File: src/rtl/bounded_array_list_macros.svh
// Assertion helpers shared by the list controller and datapath.
// Every check is disabled while reset is asserted.
`ifndef BOUNDED_ARRAY_LIST_MACROS_SVH
`define BOUNDED_ARRAY_LIST_MACROS_SVH

// Condition must hold at every clock edge.
`define BAL_ASSERT_ALWAYS(label, clk, rst_n, cond, msg) \
    label: assert property (@(posedge clk) disable iff (!rst_n) (cond)) else $error(msg);

// Consequent must hold in the same cycle as the antecedent.
`define BAL_ASSERT_IMPLY(label, clk, rst_n, ante, cons, msg) \
    label: assert property (@(posedge clk) disable iff (!rst_n) (ante) |-> (cons)) \
        else $error(msg);

// Consequent must hold in the cycle after the antecedent.
`define BAL_ASSERT_NEXT(label, clk, rst_n, ante, cons, msg) \
    label: assert property (@(posedge clk) disable iff (!rst_n) (ante) |=> (cons)) \
        else $error(msg);

`endif

File: src/rtl/bal_pkg.sv
// ----------------------------------------------------------------------------
// bal_pkg
// Shared constants, codes and controller/datapath interface types.
// ----------------------------------------------------------------------------
package bal_pkg;

    localparam int CAPACITY_DEF = 64;
    localparam int DATA_W       = 32;
    localparam int OP_W         = 3;
    localparam int ST_W         = 2;

    typedef enum logic [OP_W-1:0] {
        OP_GET    = 3'd0,
        OP_SET    = 3'd1,
        OP_PUSH   = 3'd2,
        OP_POP    = 3'd3,
        OP_INSERT = 3'd4,
        OP_REMOVE = 3'd5
    } op_t;

    typedef enum logic [ST_W-1:0] {
        ST_OK   = 2'd0,
        ST_ERR  = 2'd1,
        ST_FULL = 2'd2
    } st_t;

    // RAM read address source
    typedef enum logic [1:0] {
        RD_POS    = 2'd0,
        RD_LAST   = 2'd1,
        RD_PTR_DN = 2'd2,
        RD_PTR_UP = 2'd3
    } rd_sel_t;

    // RAM write address / data source
    typedef enum logic [1:0] {
        WR_POS_DIN   = 2'd0,
        WR_LEN_DIN   = 2'd1,
        WR_PTR_RDATA = 2'd2
    } wr_sel_t;

    typedef struct packed {
        logic    capture;
        logic    result_init;
        logic    dout_load;
        logic    ram_rd;
        rd_sel_t rd_sel;
        logic    ram_wr;
        wr_sel_t wr_sel;
        logic    ptr_init_ins;
        logic    ptr_init_rem;
        logic    ptr_dec;
        logic    ptr_inc;
        logic    len_inc;
        logic    len_dec;
    } cmd_t;

    typedef struct packed {
        logic [OP_W-1:0] op;
        logic            chk_ok;
        logic            at_pos;
        logic            rem_last;
    } sts_t;

endpackage

File: src/rtl/bal_ram.sv
// ----------------------------------------------------------------------------
// bal_ram
// Simple dual-port RAM, one write and one registered read port.
// ----------------------------------------------------------------------------
module bal_ram #(
    parameter int WIDTH = 32,
    parameter int DEPTH = 64
) (
    input  logic                     clk,
    input  logic                     wr_en,
    input  logic [$clog2(DEPTH)-1:0] wr_addr,
    input  logic [WIDTH-1:0]         wr_data,
    input  logic                     rd_en,
    input  logic [$clog2(DEPTH)-1:0] rd_addr,
    output logic [WIDTH-1:0]         rd_data
);

    logic [WIDTH-1:0] mem [DEPTH];

    always_ff @(posedge clk)
    begin
        if (wr_en)
        begin
            mem[wr_addr] <= wr_data;
        end
        if (rd_en)
        begin
            rd_data <= mem[rd_addr];
        end
    end

endmodule

File: src/rtl/bal_dp.sv
// ----------------------------------------------------------------------------
// bal_dp
// List datapath: request registers, length, shift pointer, entry RAM, result.
// ----------------------------------------------------------------------------
`include "bounded_array_list_macros.svh"

module bal_dp #(
    parameter int CAPACITY = bal_pkg::CAPACITY_DEF,
    localparam int POS_W   = $clog2(CAPACITY + 1),
    localparam int ADDR_W  = $clog2(CAPACITY)
) (
    input  logic                         clk,
    input  logic                         rst_n,
    input  bal_pkg::cmd_t                cmd,
    output bal_pkg::sts_t                sts,
    input  logic [bal_pkg::OP_W-1:0]     operation,
    input  logic [POS_W-1:0]             position,
    input  logic signed [bal_pkg::DATA_W-1:0] data_in,
    output logic signed [bal_pkg::DATA_W-1:0] data_out,
    output logic [bal_pkg::ST_W-1:0]     status,
    output logic [POS_W-1:0]             count
);

    localparam logic [POS_W-1:0] CAP_LEN = POS_W'(CAPACITY);

    logic [bal_pkg::OP_W-1:0]   op_reg;
    logic [POS_W-1:0]           pos_reg;
    logic [bal_pkg::DATA_W-1:0] din_reg;
    logic [POS_W-1:0]           len_reg, len_next;
    logic [POS_W-1:0]           ptr_reg, ptr_next;
    logic [bal_pkg::DATA_W-1:0] dout_reg;
    bal_pkg::st_t               status_reg;
    bal_pkg::st_t               chk_status;

    logic                       index_ok, ins_ok, empty, full;
    logic [POS_W-1:0]           len_m1, ptr_m1, ptr_p1;
    logic [POS_W:0]             ptr_p1_wide;
    logic [ADDR_W-1:0]          rd_addr, wr_addr;
    logic [bal_pkg::DATA_W-1:0] wr_data, rd_data;

    // request capture (payload, no reset)
    always_ff @(posedge clk)
    begin
        if (cmd.capture)
        begin
            op_reg  <= operation;
            pos_reg <= position;
            din_reg <= data_in;
        end
        if (cmd.result_init)
        begin
            dout_reg <= '0;
        end
        else if (cmd.dout_load)
        begin
            dout_reg <= rd_data;
        end
        if (cmd.result_init)
        begin
            status_reg <= chk_status;
        end
        ptr_reg <= ptr_next;
    end

    always_ff @(posedge clk or negedge rst_n)
    begin
        if (!rst_n)
        begin
            len_reg <= '0;
        end
        else
        begin
            len_reg <= len_next;
        end
    end

    assign index_ok = (pos_reg < len_reg);
    assign ins_ok   = (pos_reg <= len_reg);
    assign empty    = (len_reg == '0);
    assign full     = (len_reg == CAP_LEN);

    // range test first, then capacity
    always_comb
    begin
        case (bal_pkg::op_t'(op_reg))
            bal_pkg::OP_GET,
            bal_pkg::OP_SET,
            bal_pkg::OP_REMOVE: chk_status = index_ok ? bal_pkg::ST_OK : bal_pkg::ST_ERR;
            bal_pkg::OP_PUSH:   chk_status = full ? bal_pkg::ST_FULL : bal_pkg::ST_OK;
            bal_pkg::OP_POP:    chk_status = empty ? bal_pkg::ST_ERR : bal_pkg::ST_OK;
            bal_pkg::OP_INSERT:
            begin
                if (!ins_ok)
                begin
                    chk_status = bal_pkg::ST_ERR;
                end
                else if (full)
                begin
                    chk_status = bal_pkg::ST_FULL;
                end
                else
                begin
                    chk_status = bal_pkg::ST_OK;
                end
            end
            default:            chk_status = bal_pkg::ST_ERR;
        endcase
    end

    assign len_m1      = len_reg - 1'b1;
    assign ptr_m1      = ptr_reg - 1'b1;
    assign ptr_p1      = ptr_reg + 1'b1;
    assign ptr_p1_wide = {1'b0, ptr_reg} + 1'b1;

    always_comb
    begin
        len_next = len_reg;
        if (cmd.len_inc)
        begin
            len_next = len_reg + 1'b1;
        end
        else if (cmd.len_dec)
        begin
            len_next = len_m1;
        end
    end

    always_comb
    begin
        ptr_next = ptr_reg;
        if (cmd.ptr_init_ins)
        begin
            ptr_next = len_reg;
        end
        else if (cmd.ptr_init_rem)
        begin
            ptr_next = pos_reg;
        end
        else if (cmd.ptr_dec)
        begin
            ptr_next = ptr_m1;
        end
        else if (cmd.ptr_inc)
        begin
            ptr_next = ptr_p1;
        end
    end

    always_comb
    begin
        case (cmd.rd_sel)
            bal_pkg::RD_POS:    rd_addr = pos_reg[ADDR_W-1:0];
            bal_pkg::RD_LAST:   rd_addr = len_m1[ADDR_W-1:0];
            bal_pkg::RD_PTR_DN: rd_addr = ptr_m1[ADDR_W-1:0];
            bal_pkg::RD_PTR_UP: rd_addr = ptr_p1[ADDR_W-1:0];
            default:            rd_addr = pos_reg[ADDR_W-1:0];
        endcase
    end

    always_comb
    begin
        case (cmd.wr_sel)
            bal_pkg::WR_POS_DIN:
            begin
                wr_addr = pos_reg[ADDR_W-1:0];
                wr_data = din_reg;
            end
            bal_pkg::WR_LEN_DIN:
            begin
                wr_addr = len_reg[ADDR_W-1:0];
                wr_data = din_reg;
            end
            bal_pkg::WR_PTR_RDATA:
            begin
                wr_addr = ptr_reg[ADDR_W-1:0];
                wr_data = rd_data;
            end
            default:
            begin
                wr_addr = pos_reg[ADDR_W-1:0];
                wr_data = din_reg;
            end
        endcase
    end

    bal_ram #(
        .WIDTH (bal_pkg::DATA_W),
        .DEPTH (CAPACITY)
    ) u_entries (
        .clk     (clk),
        .wr_en   (cmd.ram_wr),
        .wr_addr (wr_addr),
        .wr_data (wr_data),
        .rd_en   (cmd.ram_rd),
        .rd_addr (rd_addr),
        .rd_data (rd_data)
    );

    assign sts.op       = op_reg;
    assign sts.chk_ok   = (chk_status == bal_pkg::ST_OK);
    assign sts.at_pos   = (ptr_reg == pos_reg);
    assign sts.rem_last = (ptr_p1_wide >= {1'b0, len_reg});

    assign data_out = dout_reg;
    assign status   = status_reg;
    assign count    = len_reg;

    `BAL_ASSERT_ALWAYS(a_len_bound, clk, rst_n, len_reg <= CAP_LEN, "length above capacity")
    `BAL_ASSERT_IMPLY(a_inc_not_full, clk, rst_n, cmd.len_inc, !full, "grow on full list")
    `BAL_ASSERT_IMPLY(a_dec_not_empty, clk, rst_n, cmd.len_dec, !empty, "shrink on empty list")

endmodule

File: src/rtl/bal_ctrl.sv
// ----------------------------------------------------------------------------
// bal_ctrl
// Request sequencer: decode, entry shifts for insert/remove, result handshake.
// ----------------------------------------------------------------------------
`include "bounded_array_list_macros.svh"

module bal_ctrl (
    input  logic          clk,
    input  logic          rst_n,
    input  logic          in_valid,
    output logic          in_ready,
    output logic          out_valid,
    input  logic          out_ready,
    input  bal_pkg::sts_t sts,
    output bal_pkg::cmd_t cmd
);

    typedef enum logic [8:0] {
        S_IDLE     = 9'b000000001,
        S_DECODE   = 9'b000000010,
        S_READ     = 9'b000000100,
        S_INS_RD   = 9'b000001000,
        S_INS_WR   = 9'b000010000,
        S_REM_LOAD = 9'b000100000,
        S_REM_RD   = 9'b001000000,
        S_REM_WR   = 9'b010000000,
        S_RESP     = 9'b100000000
    } state_t;

    state_t state_reg, state_next;

    always_ff @(posedge clk or negedge rst_n)
    begin
        if (!rst_n)
        begin
            state_reg <= S_IDLE;
        end
        else
        begin
            state_reg <= state_next;
        end
    end

    assign in_ready  = (state_reg == S_IDLE);
    assign out_valid = (state_reg == S_RESP);

    always_comb
    begin
        cmd        = '0;
        state_next = state_reg;
        case (state_reg)
            S_IDLE:
            begin
                if (in_valid)
                begin
                    cmd.capture = 1'b1;
                    state_next  = S_DECODE;
                end
            end
            S_DECODE:
            begin
                cmd.result_init = 1'b1;
                state_next      = S_RESP;
                if (sts.chk_ok)
                begin
                    case (bal_pkg::op_t'(sts.op))
                        bal_pkg::OP_GET:
                        begin
                            cmd.ram_rd = 1'b1;
                            cmd.rd_sel = bal_pkg::RD_POS;
                            state_next = S_READ;
                        end
                        bal_pkg::OP_SET:
                        begin
                            cmd.ram_wr = 1'b1;
                            cmd.wr_sel = bal_pkg::WR_POS_DIN;
                        end
                        bal_pkg::OP_PUSH:
                        begin
                            cmd.ram_wr  = 1'b1;
                            cmd.wr_sel  = bal_pkg::WR_LEN_DIN;
                            cmd.len_inc = 1'b1;
                        end
                        bal_pkg::OP_POP:
                        begin
                            cmd.ram_rd  = 1'b1;
                            cmd.rd_sel  = bal_pkg::RD_LAST;
                            cmd.len_dec = 1'b1;
                            state_next  = S_READ;
                        end
                        bal_pkg::OP_INSERT:
                        begin
                            cmd.ptr_init_ins = 1'b1;
                            state_next       = S_INS_RD;
                        end
                        bal_pkg::OP_REMOVE:
                        begin
                            cmd.ram_rd       = 1'b1;
                            cmd.rd_sel       = bal_pkg::RD_POS;
                            cmd.ptr_init_rem = 1'b1;
                            state_next       = S_REM_LOAD;
                        end
                        default:
                        begin
                            state_next = S_RESP;
                        end
                    endcase
                end
            end
            S_READ:
            begin
                cmd.dout_load = 1'b1;
                state_next    = S_RESP;
            end
            S_INS_RD:
            begin
                if (sts.at_pos)
                begin
                    cmd.ram_wr  = 1'b1;
                    cmd.wr_sel  = bal_pkg::WR_POS_DIN;
                    cmd.len_inc = 1'b1;
                    state_next  = S_RESP;
                end
                else
                begin
                    cmd.ram_rd = 1'b1;
                    cmd.rd_sel = bal_pkg::RD_PTR_DN;
                    state_next = S_INS_WR;
                end
            end
            S_INS_WR:
            begin
                cmd.ram_wr  = 1'b1;
                cmd.wr_sel  = bal_pkg::WR_PTR_RDATA;
                cmd.ptr_dec = 1'b1;
                state_next  = S_INS_RD;
            end
            S_REM_LOAD:
            begin
                cmd.dout_load = 1'b1;
                state_next    = S_REM_RD;
            end
            S_REM_RD:
            begin
                if (sts.rem_last)
                begin
                    cmd.len_dec = 1'b1;
                    state_next  = S_RESP;
                end
                else
                begin
                    cmd.ram_rd = 1'b1;
                    cmd.rd_sel = bal_pkg::RD_PTR_UP;
                    state_next = S_REM_WR;
                end
            end
            S_REM_WR:
            begin
                cmd.ram_wr  = 1'b1;
                cmd.wr_sel  = bal_pkg::WR_PTR_RDATA;
                cmd.ptr_inc = 1'b1;
                state_next  = S_REM_RD;
            end
            S_RESP:
            begin
                if (out_ready)
                begin
                    state_next = S_IDLE;
                end
            end
            default:
            begin
                state_next = S_IDLE;
            end
        endcase
    end

    `BAL_ASSERT_ALWAYS(a_no_overlap, clk, rst_n, !(in_ready && out_valid), "request overlaps result")
    `BAL_ASSERT_NEXT(a_decode_first, clk, rst_n, in_valid && in_ready, !out_valid && !in_ready,
        "result shown before decode")
    `BAL_ASSERT_ALWAYS(a_one_port_op, clk, rst_n, !(cmd.ram_rd && cmd.ram_wr), "read and write together")

endmodule

File: src/rtl/bounded_array_list.sv
// Flow: a request is captured in idle and checked in decode; get and pop pass a read state,
// insert and remove walk their shift loop, and every request ends in the result state.
// Throughput: one request at a time; each shifted entry costs one RAM read and one write.
// Next request is taken the cycle after the result is taken.
// Reset (rst_n, async, active low) empties the list; entry RAM contents are not cleared.
// ----------------------------------------------------------------------------
// bounded_array_list
// Fixed-capacity ordered list of signed 32-bit values with get/set/push/pop/
// insert/remove requests, built as a sequencer plus a RAM-based datapath.
// ----------------------------------------------------------------------------
module bounded_array_list #(
    parameter int CAPACITY = bal_pkg::CAPACITY_DEF,
    localparam int POS_W   = $clog2(CAPACITY + 1)
) (
    input  logic                              clk,
    input  logic                              rst_n,
    // request channel
    input  logic                              in_valid,
    output logic                              in_ready,
    input  logic [bal_pkg::OP_W-1:0]          operation,
    input  logic [POS_W-1:0]                  position,
    input  logic signed [bal_pkg::DATA_W-1:0] data_in,
    // result channel
    output logic                              out_valid,
    input  logic                              out_ready,
    output logic signed [bal_pkg::DATA_W-1:0] data_out,
    output logic [bal_pkg::ST_W-1:0]          status,
    output logic [POS_W-1:0]                  count
);

    bal_pkg::cmd_t cmd;
    bal_pkg::sts_t sts;

    // Sequencer: accepts a request in idle, checks it, walks the shift loop
    // for insert (top down) and remove (bottom up), then holds the result
    // until the downstream side takes it.
    bal_ctrl u_ctrl (
        .clk       (clk),
        .rst_n     (rst_n),
        .in_valid  (in_valid),
        .in_ready  (in_ready),
        .out_valid (out_valid),
        .out_ready (out_ready),
        .sts       (sts),
        .cmd       (cmd)
    );

    // Datapath: request registers, length and shift pointer, entry RAM and
    // result registers. Result fields stay stable while out_valid is high.
    bal_dp #(
        .CAPACITY (CAPACITY)
    ) u_dp (
        .clk       (clk),
        .rst_n     (rst_n),
        .cmd       (cmd),
        .sts       (sts),
        .operation (operation),
        .position  (position),
        .data_in   (data_in),
        .data_out  (data_out),
        .status    (status),
        .count     (count)
    );

endmodule

File: config.mk
export PLATFORM = sky130hd
export DESIGN_NAME = bounded_array_list
export DESIGN_NICKNAME = d
export VERILOG_FILES = /design/src/rtl/bal_pkg.sv /design/src/rtl/bal_ram.sv /design/src/rtl/bal_dp.sv /design/src/rtl/bal_ctrl.sv /design/src/rtl/bounded_array_list.sv
export VERILOG_INCLUDE_DIRS = /design/src /design/src/rtl
export SDC_FILE = /design/constraint.sdc
export NUM_CORES = 2
export LEC_CHECK = 0
export BUFFER_PORTS_ARGS = -buffer_cell sky130_fd_sc_hd__buf_2
export CELL_PAD_IN_SITES_DETAIL_PLACEMENT = 0
export CELL_PAD_IN_SITES_GLOBAL_PLACEMENT = 1
export CORE_ASPECT_RATIO = 0.6
export CORE_MARGIN = 10
export CORE_UTILIZATION = 29
export CTS_CLUSTER_DIAMETER = 30
export DETAILED_ROUTE_END_ITERATION = 10
export HOLD_SLACK_MARGIN = 0.1
export PLACE_DENSITY = 0.58
export RECOVER_POWER = 100
export SLEW_MARGIN = 0
export SYNTH_ARGS = -nofsm -noshare
export SYNTH_HDL_FRONTEND = slang
export SYNTH_SLANG_ARGS = --single-unit
File: constraint.sdc
create_clock -name clk -period 6.88 [get_ports clk]
set_input_delay 0.688 -clock clk [delete_from_list [all_inputs] [get_ports clk]]
set_output_delay 0.688 -clock clk [all_outputs]
set_load 0.02 [all_outputs]
==> impl_metrics.env <==
export IMPL_slew_viol_final=146
export IMPL_crit_required_ns=7.48
export IMPL_startpoint="u_dp.ptr_reg[0]$_DFFE_PP_"
export IMPL_r2r_start="u_dp.ptr_reg[0]$_DFFE_PP_"
export IMPL_hold_violations=0
export IMPL_yosysSeqAreaShare_pct=66.0
export IMPL_drive_gt1_share_pct=13.0
export IMPL_rsz0062_at_grt="no"
export IMPL_regMostFlops="u_dp.u_entries.mem"
export IMPL_area_growth_pct=20.6
export IMPL_setup_violations=0
export IMPL_fillers=32646
export IMPL_violations="capacitance limit, slew limit"
export IMPL_synth_edf_count=2131
export IMPL_holdCritStartpoint="u_dp.data_out[22]$_SDFFE_PP0P_"
export IMPL_critPathKind="register to register"
export IMPL_initial_utilization_pct=29.2
export IMPL_post_layout_nonfiller_instances=12944
export IMPL_rows=165
export IMPL_grtUsageTotal_pct=19.5
export IMPL_end_kind="register"
export IMPL_synthArstFlopShare_pct=0.734
export IMPL_tns_ns=0
export IMPL_hpwlAfterDp_um=222000
export IMPL_clk_latency_ns=0.93
export IMPL_fmax_mhz=151
export IMPL_drc=0
export IMPL_gp_congestion=0.843
export IMPL_vias_per_cell=5.84
export IMPL_fin_crit_ns=6.61
export IMPL_postSynthCellCount=7991
export IMPL_grt_max_degree=189
export IMPL_status="complete, but fails checks"
export IMPL_io_pins=89
export IMPL_cts_htree_levels=5
export IMPL_peakVddDrop_mv=0.234
export IMPL_power_leakage_nw=38.0
export IMPL_syn_avg_cell_area_um2=12.3
export IMPL_yosysMostFrequentCell="edfxtp_1"
export IMPL_dp_worst_setup_slack_ns=0.542
export IMPL_critPathMaxFanout=66
export IMPL_largest_reg_flops=2048
export IMPL_synth_warnings=0
export IMPL_finalClockSkew_ns=0.0893
export IMPL_yosysTopAreaCellShare_pct=64.9
export IMPL_design_die_area_um2=364000
export IMPL_path_delay_family="compound AO/OA/AOI/OAI gates"
export IMPL_grt_pass1_wl_um=528000
export IMPL_synthTopCellsByArea="edfxtp_1 65%, nand2_1 4.8%, a22oi_1 4.1%"
export IMPL_die_w_um=772
export IMPL_antenna_found_initial=25
export IMPL_worst_pin_slew_ns=4.59
export IMPL_cts_buffers=385
export IMPL_totalWireLength_um=375000
export IMPL_portBuffers=88
export IMPL_cts_tree="done"
export IMPL_detail_route_wl_per_cell_um=28.9
export IMPL_arrival_ns=7.21
export IMPL_drt_initial_drc_count=10320
export IMPL_clkSinkCount=2179
export IMPL_clockBufferDepth=4
export IMPL_cp_cell_sequence="ha_1 -> nand3_1 -> xor2_1 -> inv_1 -> ha_1 -> a211oi_1 -> o2111ai_1 -> a211o_1 -> o22ai_1 -> o22a_2 -> buf_12 -> nand2_2 -> buf_12 -> clkbuf_2 -> o32ai_1 -> o21ai_0 -> o221a_2"
export IMPL_maxCapViolations=4
export IMPL_holdWs_ns=0.451
export IMPL_synth_ff_type="edfxtp_1"
export IMPL_synth_seq_cells=2179
export IMPL_critPathMaxStageDelay_ns=0.76
export IMPL_period_share_pct=96.0
export IMPL_antenna_left=0
export IMPL_critPathBufInv=4
export IMPL_worstHoldPathType="register to register"
export IMPL_synth_distinct_cells=77
export IMPL_die_y_um=471
export IMPL_root_buffer="clkbuf_16"
export IMPL_syn_area_um2=98500
export IMPL_drtPass1Iterations=6
export IMPL_synth_area_leader_cell="edfxtp_1"
export IMPL_design_core_area_um2=338000
export IMPL_pwr_density_cell_nw_per_um2=366
export IMPL_crit_path_top_delay_cell="o32ai_1"
export IMPL_yosys_top_cells_count="2131 x edfxtp_1, 1266 x nand2_1, 538 x a22oi_1"
export IMPL_placed_cells=12180
export IMPL_grt_pass1_vias=69837
export IMPL_setup_ws_ns=0.273
export IMPL_start_kind="register"
export IMPL_relSlewSlack_pct=-206
export IMPL_syn_nets=8058
export IMPL_via_count=75640
export IMPL_gr_total_overflow=0
export IMPL_cts_clk_slew_worst_paths_ns=0.05
export IMPL_layout_nets=8170
==> cells by family after synthesis <==
logic type                 Yosys count  synth area share, %
xor gates and xnor gates            33                0.293
adders and majority gates           21                0.267
AOI/OAI and AO/OA                 2585                 19.0
buffers and inverters              752                 3.10
muxes                              105                 1.11
and+or+nand+nor                   2316                 10.2
DFF                               2179                 66.0
==> per-stage QoR <==
stage,power [mW],utilization (%),instance area [µm²]
2_1_floorplan,20.3,-,98500
4_1_cts,43.8,35.4,120000
3_5_place_dp,24.1,31.4,106000
3_3_place_gp,24.1,31.4,106000
6_report,43.5,35.2,119000
5_1_grt,45.0,35.2,119000
==> where the power goes <==
group          switching [mW]  internal [mW]  total, mW
combinational            6.07           2.29       8.36
clock                    7.06           12.5       19.6
sequential              0.159           15.4       15.6
total                    13.3           30.3       43.5
==> worst paths after layout <==
path / to / slack (ns) / cells after the start
max: u_dp.u_entries.rd_data[3]$_DFFE_PP_ / 0.27 / 17
min: u_dp.data_out[22]$_SDFFE_PP0P_ / 0.45 / 2
max reg2reg: u_dp.u_entries.rd_data[3]$_DFFE_PP_ / 0.27 / 17
min reg2reg: u_dp.data_out[22]$_SDFFE_PP0P_ / 0.45 / 2
max in group asynchronous: u_ctrl.state_reg[8]$_DFFE_PN0P_ / 5.78 / 2
min in group asynchronous: u_dp.count[3]$_DFFE_PN0P_ / 0.47 / 2
==> repair_timing <==
item / 4_1_cts / 5_1_grt
hold endpoints to repair: 60 / 0
hold buffers: 45 / 0
buffers inserted: 0 / 0
gates resized for setup: 0 / 0
==> cell usage in the layout (no fill, tap or decap), drive strengths merged, types with 40 or more instances in the layout <==
| cell | instances |
|---|---|
| a21oi | 418 |
| clkinvlp | 42 |
| a31oi | 126 |
| dlygate4sd3 | 45 |
| o22ai | 78 |
| a311oi | 101 |
| a221o | 62 |
| nand3 | 340 |
| bufinv | 53 |
| clkinv | 139 |
| a22o | 240 |
| nor3 | 118 |
| buf | 256 |
| nor2 | 339 |
| mux2i | 69 |
| and3 | 118 |
| a221oi | 346 |
| a211oi | 238 |
| clkbuf | 583 |
| a22oi | 538 |
| edfxtp | 2131 |
| nand2 | 1266 |
| inv | 68 |
| o21ai | 241 |
| o32ai | 40 |
==> routing by layer <==
layer / global-route usage [%] / routed length, µm / up-vias
met1: 30.2 / 173000 / 38734
li1: - / - / 32223
met4: 4.88 / 9330 / 6
met2: 27.4 / 155000 / 4143
met3: 3.88 / 37800 / 534
met5: 0 / 49 / -
==> worst min-delay path: cells and delay by family (launching register included) <==
kind            cells  cell delay, ns
simple gates        1            0.05
flops               1            0.30
compound gates      1            0.05
==> area by class of cell <==
cell class              instances  area [µm²]  share of cell area [%]
flip-flops and latches       2179       65000                    54.7
multi-input cells            5060       30900                    26.0
clock buffers                 431       10000                    8.41
well taps                    4509        5640                    4.75
repair buffers                453        3850                    3.24
clock inverters               278        3230                    2.71
inverters                      24         100                  0.0842
diodes                         10        25.0                  0.0211
Power figures use the tool's default switching activity.
